`config.mk`:
```
export PLATFORM = sky130hd
export DESIGN_NAME = group_membership_table_unit
export DESIGN_NICKNAME = d
export VERILOG_FILES = /design/src/hdl/gmt_pkg.sv /design/src/hdl/group_membership_table_unit.sv /design/src/hdl/gmt_ram.sv /design/src/hdl/gmt_front.sv /design/src/hdl/gmt_queue.sv /design/src/hdl/gmt_back.sv
export SDC_FILE = /design/constraint.sdc
export NUM_CORES = 2
export LEC_CHECK = 0
export BUFFER_PORTS_ARGS = -buffer_cell sky130_fd_sc_hd__buf_2
export CAP_MARGIN = 40
export CORE_MARGIN = 2
export CORE_UTILIZATION = 35
export CTS_CLUSTER_SIZE = 40
export DETAILED_ROUTE_END_ITERATION = 12
export HOLD_SLACK_MARGIN = 0.08
export PLACE_DENSITY = 0.57
export REMOVE_ABC_BUFFERS = 1
export SYNTH_ARGS = -nofsm -noshare
export SYNTH_HDL_FRONTEND = slang
export SYNTH_SLANG_ARGS = --single-unit
export TNS_END_PERCENT = 1
```
`constraint.sdc`:
```
create_clock -name aclk -period 14.4 [get_ports aclk]
set_clock_uncertainty 0.2 [all_clocks]
set_input_delay 0.72 -clock aclk [delete_from_list [all_inputs] [get_ports aclk]]
set_output_delay 0.72 -clock aclk [all_outputs]
set_load 0.02 [all_outputs]
```
`src/hdl/gmt_pkg.sv`:
```
// ---------------------------------------------------------------------------
// gmt_pkg
// Shared types and codes for the group membership table: status codes,
// command kinds and the command record passed from front end to back end.
// ---------------------------------------------------------------------------
package gmt_pkg;

    // Field widths of the stream items
    localparam int OP_W     = 2;
    localparam int ID_W     = 16;
    localparam int LEN_W    = 13;
    localparam int CAP_W    = 7;
    localparam int STATUS_W = 3;
    localparam int TOTAL_W  = 7;

    // Operation codes on the input stream
    localparam logic [OP_W-1:0] OP_ADD      = 2'd0;
    localparam logic [OP_W-1:0] OP_REMOVE   = 2'd1;
    localparam logic [OP_W-1:0] OP_DISPATCH = 2'd2;

    // Result status codes
    localparam logic [STATUS_W-1:0] ST_OK       = 3'd0;
    localparam logic [STATUS_W-1:0] ST_DUP      = 3'd1;
    localparam logic [STATUS_W-1:0] ST_FULL     = 3'd2;
    localparam logic [STATUS_W-1:0] ST_NOTFOUND = 3'd3;
    localparam logic [STATUS_W-1:0] ST_TOOLONG  = 3'd4;

    // Command kinds after classification
    localparam logic [1:0] K_SINGLE = 2'd0;  // one result, status already known
    localparam logic [1:0] K_ADD    = 2'd1;
    localparam logic [1:0] K_REMOVE = 2'd2;
    localparam logic [1:0] K_STREAM = 2'd3;  // walk the table, one result per member

    typedef struct packed {
        logic [1:0]          kind;
        logic [STATUS_W-1:0] status;
        logic [ID_W-1:0]     member_id;
        logic [CAP_W-1:0]    target_cap;
    } cmd_t;

endpackage

```
`src/hdl/group_membership_table_unit.sv`:
```
// ---------------------------------------------------------------------------
// group_membership_table_unit
// Multicast group table: add, remove and dispatch over a fixed set of slots.
// ---------------------------------------------------------------------------
// Usage:
//   Items on the s_ stream carry operation, member id, payload length and
//   target cap; each yields one or more m_ results, the final one with
//   m_tlast. The cfg_ channel writes the broadcast enable; write it only
//   while the block is idle.
//   A two-entry command queue decouples the front end from the back end.
//   Single-result items: the result passes the queue entry and the output
//   register; one per cycle while m_tready is high. Add and remove pass
//   queue pop, id compare and table update before the next item is taken.
//   Dispatch: the walk skips each empty slot and, for each active member,
//   reads its id from the RAM copy and then emits its result.
//   Reset empties the table and disables broadcast; no clearing pass. A low
//   m_tready holds the output register, the back end waits, the queue fills
//   and s_tready drops.
// ---------------------------------------------------------------------------
module group_membership_table_unit #(
    parameter int SLOTS      = 64,
    parameter int MAX_LENGTH = 4096,
    parameter int ID_WIDTH   = 16
) (
    input  logic        aclk,
    input  logic        aresetn,
    // configuration write: broadcast_enable
    input  logic        cfg_valid,
    output logic        cfg_ready,
    input  logic        cfg_data,
    // input items
    input  logic        s_tvalid,
    output logic        s_tready,
    input  logic [39:0] s_tdata,   // operation[1:0], member_id[17:2],
                                   // payload_length[30:18], target_cap[37:31]
    // result items
    output logic        m_tvalid,
    input  logic        m_tready,
    output logic [31:0] m_tdata,   // status[2:0], target_id[18:3],
                                   // total_targets[25:19]
    output logic        m_tuser,   // target_valid[0]
    output logic        m_tlast
);

    localparam int ID_BITS = (ID_WIDTH < gmt_pkg::ID_W) ? ID_WIDTH : gmt_pkg::ID_W;

    logic          q_push;
    logic          q_full;
    logic          q_pop;
    logic          q_not_empty;
    gmt_pkg::cmd_t q_cmd;
    gmt_pkg::cmd_t q_head;

    gmt_front #(
        .MAX_LENGTH (MAX_LENGTH)
    ) u_front (
        .aclk      (aclk),
        .aresetn   (aresetn),
        .cfg_valid (cfg_valid),
        .cfg_ready (cfg_ready),
        .cfg_data  (cfg_data),
        .s_tvalid  (s_tvalid),
        .s_tready  (s_tready),
        .s_tdata   (s_tdata),
        .q_full    (q_full),
        .q_push    (q_push),
        .q_cmd     (q_cmd)
    );

    gmt_queue u_queue (
        .aclk      (aclk),
        .aresetn   (aresetn),
        .push      (q_push),
        .push_cmd  (q_cmd),
        .full      (q_full),
        .pop       (q_pop),
        .not_empty (q_not_empty),
        .head      (q_head)
    );

    gmt_back #(
        .SLOTS   (SLOTS),
        .ID_BITS (ID_BITS)
    ) u_back (
        .aclk        (aclk),
        .aresetn     (aresetn),
        .q_not_empty (q_not_empty),
        .q_head      (q_head),
        .q_pop       (q_pop),
        .m_tvalid    (m_tvalid),
        .m_tready    (m_tready),
        .m_tdata     (m_tdata),
        .m_tuser     (m_tuser),
        .m_tlast     (m_tlast)
    );

endmodule

```
`src/hdl/gmt_ram.sv`:
```
// ---------------------------------------------------------------------------
// gmt_ram
// Generic single-write, single-read RAM with registered read data. The read
// register only updates on a read enable, so data holds until the next read.
// ---------------------------------------------------------------------------
module gmt_ram #(
    parameter int WIDTH = 16,
    parameter int DEPTH = 64,
    parameter int AW    = (DEPTH > 1) ? $clog2(DEPTH) : 1
) (
    input  logic             aclk,
    input  logic             wr_en,
    input  logic [AW-1:0]    wr_addr,
    input  logic [WIDTH-1:0] wr_data,
    input  logic             rd_en,
    input  logic [AW-1:0]    rd_addr,
    output logic [WIDTH-1:0] rd_data
);

    logic [WIDTH-1:0] mem [DEPTH];
    logic [WIDTH-1:0] rd_data_reg;

    always_ff @(posedge aclk) begin
        if (wr_en) begin
            mem[wr_addr] <= wr_data;
        end
        if (rd_en) begin
            rd_data_reg <= mem[rd_addr];
        end
    end

    assign rd_data = rd_data_reg;

endmodule

```
`src/hdl/gmt_front.sv`:
```
// ---------------------------------------------------------------------------
// gmt_front
// Front end: holds the broadcast enable, accepts input items and classifies
// them into commands. Items whose result needs no table access are resolved
// here to a single-result command carrying its status.
// ---------------------------------------------------------------------------
module gmt_front #(
    parameter int MAX_LENGTH = 4096
) (
    input  logic                       aclk,
    input  logic                       aresetn,
    // configuration
    input  logic                       cfg_valid,
    output logic                       cfg_ready,
    input  logic                       cfg_data,
    // input stream
    input  logic                       s_tvalid,
    output logic                       s_tready,
    input  logic [39:0]                s_tdata,
    // command queue
    input  logic                       q_full,
    output logic                       q_push,
    output gmt_pkg::cmd_t              q_cmd
);

    localparam int CMP_W = 17;

    logic                            enable_reg;
    logic                            enable_next;
    logic [gmt_pkg::OP_W-1:0]        op;
    logic [gmt_pkg::LEN_W-1:0]       len;
    logic                            too_long;

    // Broadcast enable register
    assign cfg_ready   = 1'b1;
    assign enable_next = (cfg_valid) ? cfg_data : enable_reg;

    always_ff @(posedge aclk) begin
        if (!aresetn) begin
            enable_reg <= 1'b0;
        end else begin
            enable_reg <= enable_next;
        end
    end

    // Field unpack
    assign op       = s_tdata[1:0];
    assign len      = s_tdata[30:18];
    assign too_long = CMP_W'(len) > CMP_W'(MAX_LENGTH);

    assign s_tready = !q_full;
    assign q_push   = s_tvalid && !q_full;

    // Classification
    always_comb begin
        q_cmd            = '0;
        q_cmd.member_id  = s_tdata[17:2];
        q_cmd.target_cap = s_tdata[37:31];
        q_cmd.status     = gmt_pkg::ST_OK;
        case (op)
            gmt_pkg::OP_ADD: begin
                q_cmd.kind = gmt_pkg::K_ADD;
            end
            gmt_pkg::OP_REMOVE: begin
                q_cmd.kind = gmt_pkg::K_REMOVE;
            end
            gmt_pkg::OP_DISPATCH: begin
                if (too_long) begin
                    q_cmd.kind   = gmt_pkg::K_SINGLE;
                    q_cmd.status = gmt_pkg::ST_TOOLONG;
                end else if (!enable_reg || len == '0) begin
                    q_cmd.kind = gmt_pkg::K_SINGLE;
                end else begin
                    q_cmd.kind = gmt_pkg::K_STREAM;
                end
            end
            default: begin
                // unused opcode: plain ok result
                q_cmd.kind = gmt_pkg::K_SINGLE;
            end
        endcase
    end

endmodule

```
`src/hdl/gmt_queue.sv`:
```
// ---------------------------------------------------------------------------
// gmt_queue
// Two-entry command queue between front end and back end.
// ---------------------------------------------------------------------------
module gmt_queue (
    input  logic          aclk,
    input  logic          aresetn,
    input  logic          push,
    input  gmt_pkg::cmd_t push_cmd,
    output logic          full,
    input  logic          pop,
    output logic          not_empty,
    output gmt_pkg::cmd_t head
);

    gmt_pkg::cmd_t entry_reg [2];
    logic          wr_ptr_reg, wr_ptr_next;
    logic          rd_ptr_reg, rd_ptr_next;
    logic [1:0]    cnt_reg, cnt_next;
    logic          do_push, do_pop;

    assign full      = (cnt_reg == 2'd2);
    assign not_empty = (cnt_reg != 2'd0);
    assign head      = entry_reg[rd_ptr_reg];
    assign do_push   = push && !full;
    assign do_pop    = pop && not_empty;

    // Pointer and fill update
    always_comb begin
        wr_ptr_next = wr_ptr_reg ^ do_push;
        rd_ptr_next = rd_ptr_reg ^ do_pop;
        cnt_next    = cnt_reg;
        if (do_push && !do_pop) begin
            cnt_next = cnt_reg + 2'd1;
        end else if (do_pop && !do_push) begin
            cnt_next = cnt_reg - 2'd1;
        end
    end

    always_ff @(posedge aclk) begin
        if (!aresetn) begin
            wr_ptr_reg <= 1'b0;
            rd_ptr_reg <= 1'b0;
            cnt_reg    <= 2'd0;
        end else begin
            wr_ptr_reg <= wr_ptr_next;
            rd_ptr_reg <= rd_ptr_next;
            cnt_reg    <= cnt_next;
        end
    end

    // Storage
    always_ff @(posedge aclk) begin
        if (do_push) begin
            entry_reg[wr_ptr_reg] <= push_cmd;
        end
    end

endmodule

```
`src/hdl/gmt_back.sv`:
```
// ---------------------------------------------------------------------------
// gmt_back
// Back end: owns the membership table and carries out commands. Add and
// remove use a registered parallel id compare; dispatch walks the slots in
// order, reading ids from a RAM copy, and feeds the output register.
// ---------------------------------------------------------------------------
module gmt_back #(
    parameter int SLOTS   = 64,
    parameter int ID_BITS = 16
) (
    input  logic                              aclk,
    input  logic                              aresetn,
    // command queue
    input  logic                              q_not_empty,
    input  gmt_pkg::cmd_t                     q_head,
    output logic                              q_pop,
    // result stream
    output logic                              m_tvalid,
    input  logic                              m_tready,
    output logic [31:0]                       m_tdata,
    output logic                              m_tuser,
    output logic                              m_tlast
);

    localparam int IW    = (SLOTS > 1) ? $clog2(SLOTS) : 1;
    localparam int CW    = $clog2(SLOTS + 1);
    localparam int CMP_W = (CW > gmt_pkg::CAP_W) ? CW : gmt_pkg::CAP_W;

    localparam logic [2:0] S_IDLE = 3'd0;
    localparam logic [2:0] S_CMP  = 3'd1;
    localparam logic [2:0] S_RES  = 3'd2;
    localparam logic [2:0] S_RD   = 3'd3;
    localparam logic [2:0] S_EMIT = 3'd4;

    logic [2:0]                    state_reg, state_next;
    gmt_pkg::cmd_t                 cmd_reg, cmd_next;
    logic [SLOTS-1:0]              active_reg;
    logic [ID_BITS-1:0]            ids_reg [SLOTS];
    logic [SLOTS-1:0]              match_reg, match_next;
    logic [CW-1:0]                 count_reg, count_next;
    logic [CW-1:0]                 sent_reg, sent_next;
    logic [IW-1:0]                 idx_reg, idx_next;

    // output register
    logic                          m_valid_reg, m_valid_next;
    logic [gmt_pkg::STATUS_W-1:0]  m_status_reg, m_status_next;
    logic                          m_user_reg, m_user_next;
    logic [gmt_pkg::ID_W-1:0]      m_id_reg, m_id_next;
    logic [gmt_pkg::TOTAL_W-1:0]   m_total_reg, m_total_next;
    logic                          m_last_reg, m_last_next;
    logic                          out_free;

    // table update controls
    logic                          tbl_set, tbl_clr;
    logic [IW-1:0]                 tbl_slot;
    logic [ID_BITS-1:0]            cmd_id;
    logic [IW-1:0]                 open_slot, hit_slot;
    logic                          rd_en;
    logic [ID_BITS-1:0]            rd_data;
    logic [CW-1:0]                 sent_inc;
    logic                          is_last;

    assign out_free = !m_valid_reg || m_tready;
    assign cmd_id   = cmd_reg.member_id[ID_BITS-1:0];
    assign sent_inc = sent_reg + CW'(1);
    assign is_last  = (sent_inc == count_reg);

    // Lowest free slot and lowest matching slot
    always_comb begin
        open_slot = '0;
        hit_slot  = '0;
        for (int i = SLOTS - 1; i >= 0; i--) begin
            if (!active_reg[i]) begin
                open_slot = IW'(i);
            end
            if (match_reg[i]) begin
                hit_slot = IW'(i);
            end
        end
    end

    // Parallel compare of the command id against every slot
    always_comb begin
        for (int i = 0; i < SLOTS; i++) begin
            match_next[i] = active_reg[i] && (ids_reg[i] == cmd_id);
        end
    end

    // Sequencer
    always_comb begin
        state_next    = state_reg;
        cmd_next      = cmd_reg;
        count_next    = count_reg;
        sent_next     = sent_reg;
        idx_next      = idx_reg;
        q_pop         = 1'b0;
        tbl_set       = 1'b0;
        tbl_clr       = 1'b0;
        tbl_slot      = open_slot;
        rd_en         = 1'b0;
        m_valid_next  = m_valid_reg && !m_tready;
        m_status_next = m_status_reg;
        m_user_next   = m_user_reg;
        m_id_next     = m_id_reg;
        m_total_next  = m_total_reg;
        m_last_next   = m_last_reg;

        case (state_reg)
            S_IDLE: begin
                if (q_not_empty && out_free) begin
                    q_pop    = 1'b1;
                    cmd_next = q_head;
                    case (q_head.kind)
                        gmt_pkg::K_ADD, gmt_pkg::K_REMOVE: begin
                            state_next = S_CMP;
                        end
                        gmt_pkg::K_STREAM: begin
                            if (count_reg == '0) begin
                                m_valid_next  = 1'b1;
                                m_status_next = gmt_pkg::ST_OK;
                                m_user_next   = 1'b0;
                                m_id_next     = '0;
                                m_total_next  = '0;
                                m_last_next   = 1'b1;
                            end else begin
                                idx_next   = '0;
                                sent_next  = '0;
                                state_next = S_RD;
                            end
                        end
                        default: begin
                            m_valid_next  = 1'b1;
                            m_status_next = q_head.status;
                            m_user_next   = 1'b0;
                            m_id_next     = '0;
                            m_total_next  = '0;
                            m_last_next   = 1'b1;
                        end
                    endcase
                end
            end
            S_CMP: begin
                state_next = S_RES;
            end
            S_RES: begin
                if (out_free) begin
                    m_valid_next  = 1'b1;
                    m_user_next   = 1'b0;
                    m_id_next     = '0;
                    m_total_next  = '0;
                    m_last_next   = 1'b1;
                    m_status_next = gmt_pkg::ST_OK;
                    state_next    = S_IDLE;
                    if (cmd_reg.kind == gmt_pkg::K_ADD) begin
                        if (|match_reg) begin
                            m_status_next = gmt_pkg::ST_DUP;
                        end else if (&active_reg) begin
                            m_status_next = gmt_pkg::ST_FULL;
                        end else begin
                            tbl_set    = 1'b1;
                            tbl_slot   = open_slot;
                            count_next = count_reg + CW'(1);
                        end
                    end else begin
                        if (!(|match_reg)) begin
                            m_status_next = gmt_pkg::ST_NOTFOUND;
                        end else begin
                            tbl_clr  = 1'b1;
                            tbl_slot = hit_slot;
                            if (count_reg != '0) begin
                                count_next = count_reg - CW'(1);
                            end
                        end
                    end
                end
            end
            S_RD: begin
                // skip empty slots, fetch the id of an active one
                if (active_reg[idx_reg]) begin
                    rd_en      = 1'b1;
                    state_next = S_EMIT;
                end else begin
                    idx_next = idx_reg + IW'(1);
                end
            end
            S_EMIT: begin
                if (out_free) begin
                    m_valid_next  = 1'b1;
                    m_status_next = gmt_pkg::ST_OK;
                    m_user_next   = CMP_W'(sent_reg) < CMP_W'(cmd_reg.target_cap);
                    m_id_next     = gmt_pkg::ID_W'(rd_data);
                    m_total_next  = is_last ? gmt_pkg::TOTAL_W'(sent_inc) : '0;
                    m_last_next   = is_last;
                    sent_next     = sent_inc;
                    idx_next      = idx_reg + IW'(1);
                    state_next    = is_last ? S_IDLE : S_RD;
                end
            end
            default: begin
                state_next = S_IDLE;
            end
        endcase
    end

    // Control registers
    always_ff @(posedge aclk) begin
        if (!aresetn) begin
            state_reg   <= S_IDLE;
            count_reg   <= '0;
            active_reg  <= '0;
            m_valid_reg <= 1'b0;
        end else begin
            state_reg   <= state_next;
            count_reg   <= count_next;
            m_valid_reg <= m_valid_next;
            if (tbl_set) begin
                active_reg[tbl_slot] <= 1'b1;
            end else if (tbl_clr) begin
                active_reg[tbl_slot] <= 1'b0;
            end
        end
    end

    // Payload registers
    always_ff @(posedge aclk) begin
        cmd_reg      <= cmd_next;
        match_reg    <= match_next;
        sent_reg     <= sent_next;
        idx_reg      <= idx_next;
        m_status_reg <= m_status_next;
        m_user_reg   <= m_user_next;
        m_id_reg     <= m_id_next;
        m_total_reg  <= m_total_next;
        m_last_reg   <= m_last_next;
        if (tbl_set) begin
            ids_reg[tbl_slot] <= cmd_id;
        end
    end

    // Id copy for the dispatch walk
    gmt_ram #(
        .WIDTH (ID_BITS),
        .DEPTH (SLOTS),
        .AW    (IW)
    ) u_id_ram (
        .aclk    (aclk),
        .wr_en   (tbl_set),
        .wr_addr (tbl_slot),
        .wr_data (cmd_id),
        .rd_en   (rd_en),
        .rd_addr (idx_reg),
        .rd_data (rd_data)
    );

    assign m_tvalid = m_valid_reg;
    assign m_tdata  = {6'd0, m_total_reg, m_id_reg, m_status_reg};
    assign m_tuser  = m_user_reg;
    assign m_tlast  = m_last_reg;

endmodule
```
Word level (Yosys, flattened, before mapping)
Memory sizes are Yosys's and may differ from the RTL's. A register that Yosys moved wholly into a read port is not among the register bits.
Index checks and enable logic that the tools add are counted.
Word-level totals
  memories: 3
  register bits: 210
  memory bits (writable): 2104
  output and inout bits: 37
  logic and storage cells: 456
Memories
  u_back.ids_reg: depth 64, bits a word 16, read ports 64, clocked after memory_dff 0, write ports 1, line gmt_back.sv:38  | logic [ID_BITS-1:0] ids_reg [SLOTS];
  u_back.u_id_ram.mem: depth 64, bits a word 16, read ports 1, clocked after memory_dff 1, write ports 1, line gmt_ram.sv:20  | logic [WIDTH-1:0] mem [DEPTH];
  u_queue.entry_reg: depth 2, bits a word 28, read ports 1, clocked after memory_dff 1, write ports 1, line gmt_queue.sv:16  | gmt_pkg::cmd_t entry_reg [2];
Cells by class
  reduce and logical (&&, ||, !) cells: 103
  $add $sub $neg: 6
  muxes and demuxes: 226
  equality and inequality tests: 89
  bitwise operators: 5
  order comparisons: 5
Operators by type and width (number)
  16-bit equality test: 64
  6-bit 2-to-1 mux: 137
  64-bit 2-to-1 mux: 2
  7-bit 2-to-1 mux: 14
  1-bit logical AND: 72
  64-bit bitwise AND: 1
  16-bit 2-to-1 mux: 4
  64-bit NOT: 1
  64-bit OR: 1
  64-bit AND reduction: 1
  64-bit OR reduction: 1
  16-bit one-hot mux with 3 select lines: 1
  3-bit 2-to-1 mux: 12
  16-bit one-hot mux with 2 select lines: 1
  1-bit 2-to-1 mux: 31
  7-bit one-hot mux with 2 select lines: 2
  6-bit AND reduction: 4
  7-bit one-hot mux with 3 select lines: 1
  6-bit one-hot mux with 3 select lines: 1
  3-bit one-hot mux with 5 select lines: 1
  7-bit by 1-bit adder with 7-bit output (second input constant): 2
  6-bit by 7-bit < comparator with 1-bit output (second input constant): 2
  2-bit 2-to-1 mux: 7
  13-bit greater-than comparator (second input constant): 1
  36 further kinds: 70

Depth between registers and ports, before layout
  depth after elaboration: 76
  depth in mapped cells: 13

Hierarchy
A second synthesis with hierarchy kept.
Second synthesis, totals
  cells, all modules: 5584
  area total of the unflattened synthesis: 95220.1 um^2
Modules (own cells, without submodules)
  gmt_back: sequential area each 35514.1 um^2, area an instance 52399.0 um^2, cells an instance 3597, times used 1
  gmt_ram: sequential area each 31230.0 um^2, area an instance 40202.3 um^2, cells an instance 1829, times used 1
  gmt_queue: sequential area each 1781.7 um^2, area an instance 2252.2 um^2, cells an instance 110, times used 1
  gmt_front: sequential area each 20.0 um^2, area an instance 366.6 um^2, cells an instance 48, times used 1

Worst setup path after synthesis
OpenSTA, ideal clock, no wires.
  path kind: reg-to-reg
  start: register (tool-made name)
  end: register u_back.m_id_reg[0] in the netlist's numbering, enable pin
  buffers on the path: 2
  arrival time: 6275 ps
  stages on the path, launching flop included: 9
  required time: 13635 ps
  slack: 7360 ps
  clock period less this slack: 7040 ps
  setup time: 565 ps
  cells stage by stage: dfxtp_1 clkbuf_1 buf_1 mux2i_1 inv_1 ha_1 a211oi_1 nor3_1 a2111oi_0
RTL lines
  end signal: assignment: line gmt_back.sv:232  | m_id_reg <= m_id_next;
  end: declaration: line gmt_back.sv:48  | logic [gmt_pkg::ID_W-1:0] m_id_reg, m_id_next;

Worst setup path after layout
  start: register u_back.idx_reg[0]
  end: register u_back.idx_reg[2], enable pin
On the way
  longest elaborated chain between the ends: 4
Ends and longest elaborated chain
  start: declaration: line gmt_back.sv:42  | logic [IW-1:0] idx_reg, idx_next;
  start signal: assignment: line gmt_back.sv:229  | idx_reg <= idx_next;
  1-bit binary-select mux with 6-bit select: line gmt_back.sv:179  | if (active_reg[idx_reg]) begin
  1-bit 2-to-1 mux (implied by the code): line gmt_back.sv:179
  2-bit inequality test (no line)
  6-bit AND reduction (no line)
No other way between the ends. The select of a mux whose other input is x is not followed.
A chain may end at the register's enable or synchronous reset.

==> flow_summary.rst <==
.. list-table::
   :header-rows: 1

   * - Metric
     - Value
   * - Master cell of the clock root buffer
     - clkbuf_16
   * - Data arrival time of the critical path
     - 5480 ps
   * - Critical Path, Cell by Cell
     - buf_12 -> buf_12 -> buf_4 -> buf_16 -> mux4_2 -> mux4_2 -> mux2i_1 -> nand2_1 -> o21ai_0 -> nand2_1 -> nand2b_1
   * - Detailed-route DRC error count
     - 0
   * - Global-route wire length before repair
     - 272,000 um
   * - Hold Path Stages
     - 2
   * - Post-synthesis area per instance
     - 15.0 sq um
   * - Maximum clock frequency
     - 0.192 GHz
   * - Post-CTS resize count
     - 0
   * - Sort of element at the end of the critical path
     - flip-flop
   * - Slew Limit Fails
     - 0
   * - Drt total wl
     - 191,000 um
   * - Cell taking the most area after synthesis
     - edfxtp_1
   * - Core utilization of the finished layout
     - 40.0%
   * - Fraction of the mapped netlist area in compound gates
     - 2.71%
   * - Layout Nets
     - 4,382
   * - Cell types with the largest area share after synthesis
     - edfxtp_1 (55%), mux4_2 (13%), xnor2_1 (8.9%)
   * - Count of vias placed by the detailed router
     - 37,700
   * - Number of rows created at floorplan
     - 155
   * - CTS Buffer Depth
     - 3
   * - Residual antenna-violating net count after detailed routing
     - 0
   * - Post-Syn Area
     - 63,100 sq um
   * - Run status
     - finished, final reports clean
   * - Initial standard-cell utilization of the core
     - 35.3%
   * - Unrepaired setup endpoints after global routing
     - false
   * - Vias in the first global route
     - 37,100
   * - Kind of critical path
     - reg2reg
   * - DP Wirelength
     - 131,000 um
   * - Die height
     - 429 um
   * - Portion of netlist area occupied by mux cells
     - 13.3%
   * - Post-synthesis instance total
     - 4,193
   * - Leftover overflow at the end of global routing
     - 0
   * - Critical path origin
     - u_back.idx_reg[0]$_SDFFCE_PN0P_
   * - Share of synthesized cell area in full adder, half adder and majority cells
     - 0.409%
   * - Dominant register cell in the synthesized netlist
     - edfxtp_1
   * - Parity-gate share of the synthesized area counting xor and xnor cells
     - 14.6%
   * - Largest net degree at the start of global routing
     - 129
   * - Largest voltage drop on the vdd net
     - 0.000159 V
   * - Share of async-settable or async-resettable flops after synthesis
     - 0%
   * - Die Wd
     - 429 um
   * - Clock input transition at the sequential cells of the worst setup and hold paths
     - 60 ps
   * - Minimum clock period after layout
     - 5220 ps
   * - Final hold violation count
     - 0
   * - Cts-stage hold buffer count
     - 27
   * - Total power per unit cell area
     - 165 nW/um^2
   * - HP Start
     - s_tdata[1]
   * - Most common cell after layout, fill and taps aside
     - edfxtp_1
   * - Max FFs per register
     - 1,024
   * - Area growth from synthesis to layout
     - 13.4%
   * - Number of cells on the worst reg-to-reg path
     - 11
   * - Setup TNS
     - 0 ps
   * - Total Die Area
     - 184,000 sq um
   * - Slowest Stage Delay on Critical Path
     - 630 ps
   * - Origin of the critical flop-to-flop path
     - u_back.idx_reg[0]$_SDFFCE_PN0P_
   * - Post-CTS setup-driven buffer insertion count
     - 0
   * - Flops & latches, synth
     - 1,303
   * - Cell variety after synth
     - 77
   * - Antenna violations before repair
     - 5
   * - Core Box Area
     - 179,000 sq um
   * - Clock buffer count from CTS
     - 149
   * - Pre-Repair DR Iteration Count
     - 6
   * - Worst-margin pin slew
     - 956 ps
   * - I/O Pins
     - 83
   * - Startpoint kind of the worst setup timing path
     - flip-flop
   * - WP buf/inv
     - 4
   * - Area fraction of the dominant cell type after synthesis
     - 55.1%
   * - Mean number of vias per cell
     - 5.54
   * - Commonest cells after routing, fill and taps aside
     - edfxtp_1 (1,158), xnor2_1 (640), xor2_1 (411)
   * - Maximum net fanout on the critical path
     - 92
   * - Synthesis Warnings
     - 0
   * - Clock Sink Count
     - 1,303
   * - Reported leakage power
     - 0.0230 uW
   * - Worst skew pair latency
     - 800 ps
   * - Share of layout cells above drive strength 1
     - 18.5%
   * - WL/cell
     - 28.0 um
   * - I/O Buffers
     - 73
   * - Crit path max-delay family
     - buffers and inverters
   * - Number of enable-type register cells in the synthesized netlist
     - 1,158
   * - Number of maximum-capacitance constraint violations
     - 0
   * - CTS tree
     - yes
   * - Part of the Yosys area used for sequential elements
     - 59.7%
   * - Largest family of logic cells by synthesized area
     - XOR/XNOR gates
   * - Global-route usage over all layers
     - 20.3%
   * - Headroom to the max-slew limit
     - 36.2%
   * - Number of design-rule violations left by the first detailed-router iteration
     - 4,447
   * - Final-report setup violation count
     - 0
   * - Maximum level of the CTS H-tree
     - 4
   * - Period Utilization, post-route
     - 36.2%
   * - Filler cells
     - 16,400
   * - Final weighted congestion of routability-driven global placement
     - 0.965
   * - Stages on worst setup path
     - 11
   * - Hold Path Class
     - in2reg
   * - Sum of internal, switching and leakage power
     - 11,800 uW
   * - Critical-path cell with the highest stage delay
     - buf_12
   * - Simple-Gate Fraction of Synth Area
     - 7.18%
   * - Required arrival time at the worst endpoint
     - 14,660 ps
through the flow:
step	instances	hold slack (ps)	worst slack, ps	cell area [sq um]
after floorplan	3955	255	691	62100
after global placement	6474	289	8900	66200
after detailed placement	6493	305	9080	66500
after CTS	6796	103	9070	71600
after global routing	6796	142	8830	71600
final	6798	186	9180	71600
where the power goes:
group / internal [uW] / leakage, uW / total, uW / switching, uW
Clock: 2150 / 0.00237 / 3760 / 1610
Combinational: 1080 / 0.00897 / 3300 / 2230
Sequential: 4670 / 0.0116 / 4720 / 55.9
area by class of cell:
type / instances / area [sq um] / area share [%]
flip-flops and latches: 1303 / 37700 / 52.6
multi-input cells: 2565 / 24100 / 33.7
clock buffers: 191 / 4060 / 5.67
well taps: 2355 / 2950 / 4.12
repair buffers: 210 / 1670 / 2.33
clock inverters: 85 / 757 / 1.06
inverters: 87 / 327 / 0.456
diodes: 2 / 5.00 / 0.00699
worst reg2reg max path, stage by stage (launching register included):
cell and delay, ps:
edfxtp_1 370, buf_12 530, buf_12 650, buf_4 610, buf_16 310, mux4_2 600, mux4_2 540, mux2i_1 160
nand2_1 70, o21ai_0 280, nand2_1 230, nand2b_1 350
cell usage after synthesis, types with 4 or more instances:
| cell | count |
|---|---|
| a211oi_1 | 10 |
| a21oi_1 | 95 |
| o21bai_1 | 4 |
| a31o_2 | 14 |
| o2111ai_1 | 5 |
| a2111oi_0 | 5 |
| and4_1 | 7 |
| o21ai_0 | 77 |
| o31ai_1 | 9 |
| nor4_1 | 170 |
| nor2b_1 | 11 |
| or3_1 | 6 |
| a31oi_1 | 10 |
| nand2_1 | 161 |
| nand4_1 | 191 |
| dfxtp_1 | 145 |
| nor3_1 | 47 |
| mux4_2 | 356 |
| o211ai_1 | 8 |
| and3_1 | 26 |
| buf_1 | 70 |
| inv_1 | 87 |
| mux2_2 | 24 |
| buf_4 | 8 |
| xnor2_1 | 640 |
| nor2_1 | 104 |
| or4_1 | 9 |
| a21o_1 | 9 |
| clkbuf_1 | 137 |
| edfxtp_1 | 1158 |
| xor2_1 | 411 |
| nand3_1 | 44 |
| ha_1 | 19 |
| nor3b_2 | 8 |
| and2_1 | 7 |
| mux2i_1 | 9 |
| nand2b_1 | 12 |
| buf_2 | 25 |
metal layers:
metal	GRT usage, %	part of all wire (%)	vias to the layer above
li1	-	-	16300
met1	28.6	44	19600
met2	31.9	47	1486
met3	3.75	7.0	221
met4	5.94	2.7	6
met5	0	0.020	-
logic make-up after synthesis:
family	Yosys count
mux	389
xor+xnor	1051
compound gates	275
simple gates	823
other cells	2
flops	1303
buf+inv	330
fa+ha+maj	20
path summary, 6_finish.rpt:
path                                              to  slack, ps
hold / removal    u_queue.entry_reg[1][27]$_DFFE_PP_        190
setup reg to reg     u_back.idx_reg[2]$_SDFFCE_PN0P_       9180
setup / recovery     u_back.idx_reg[2]$_SDFFCE_PN0P_       9180
hold reg to reg      u_queue.cnt_reg[1]$_SDFFE_PN0P_        320
(Power assumes the default switching activity.)
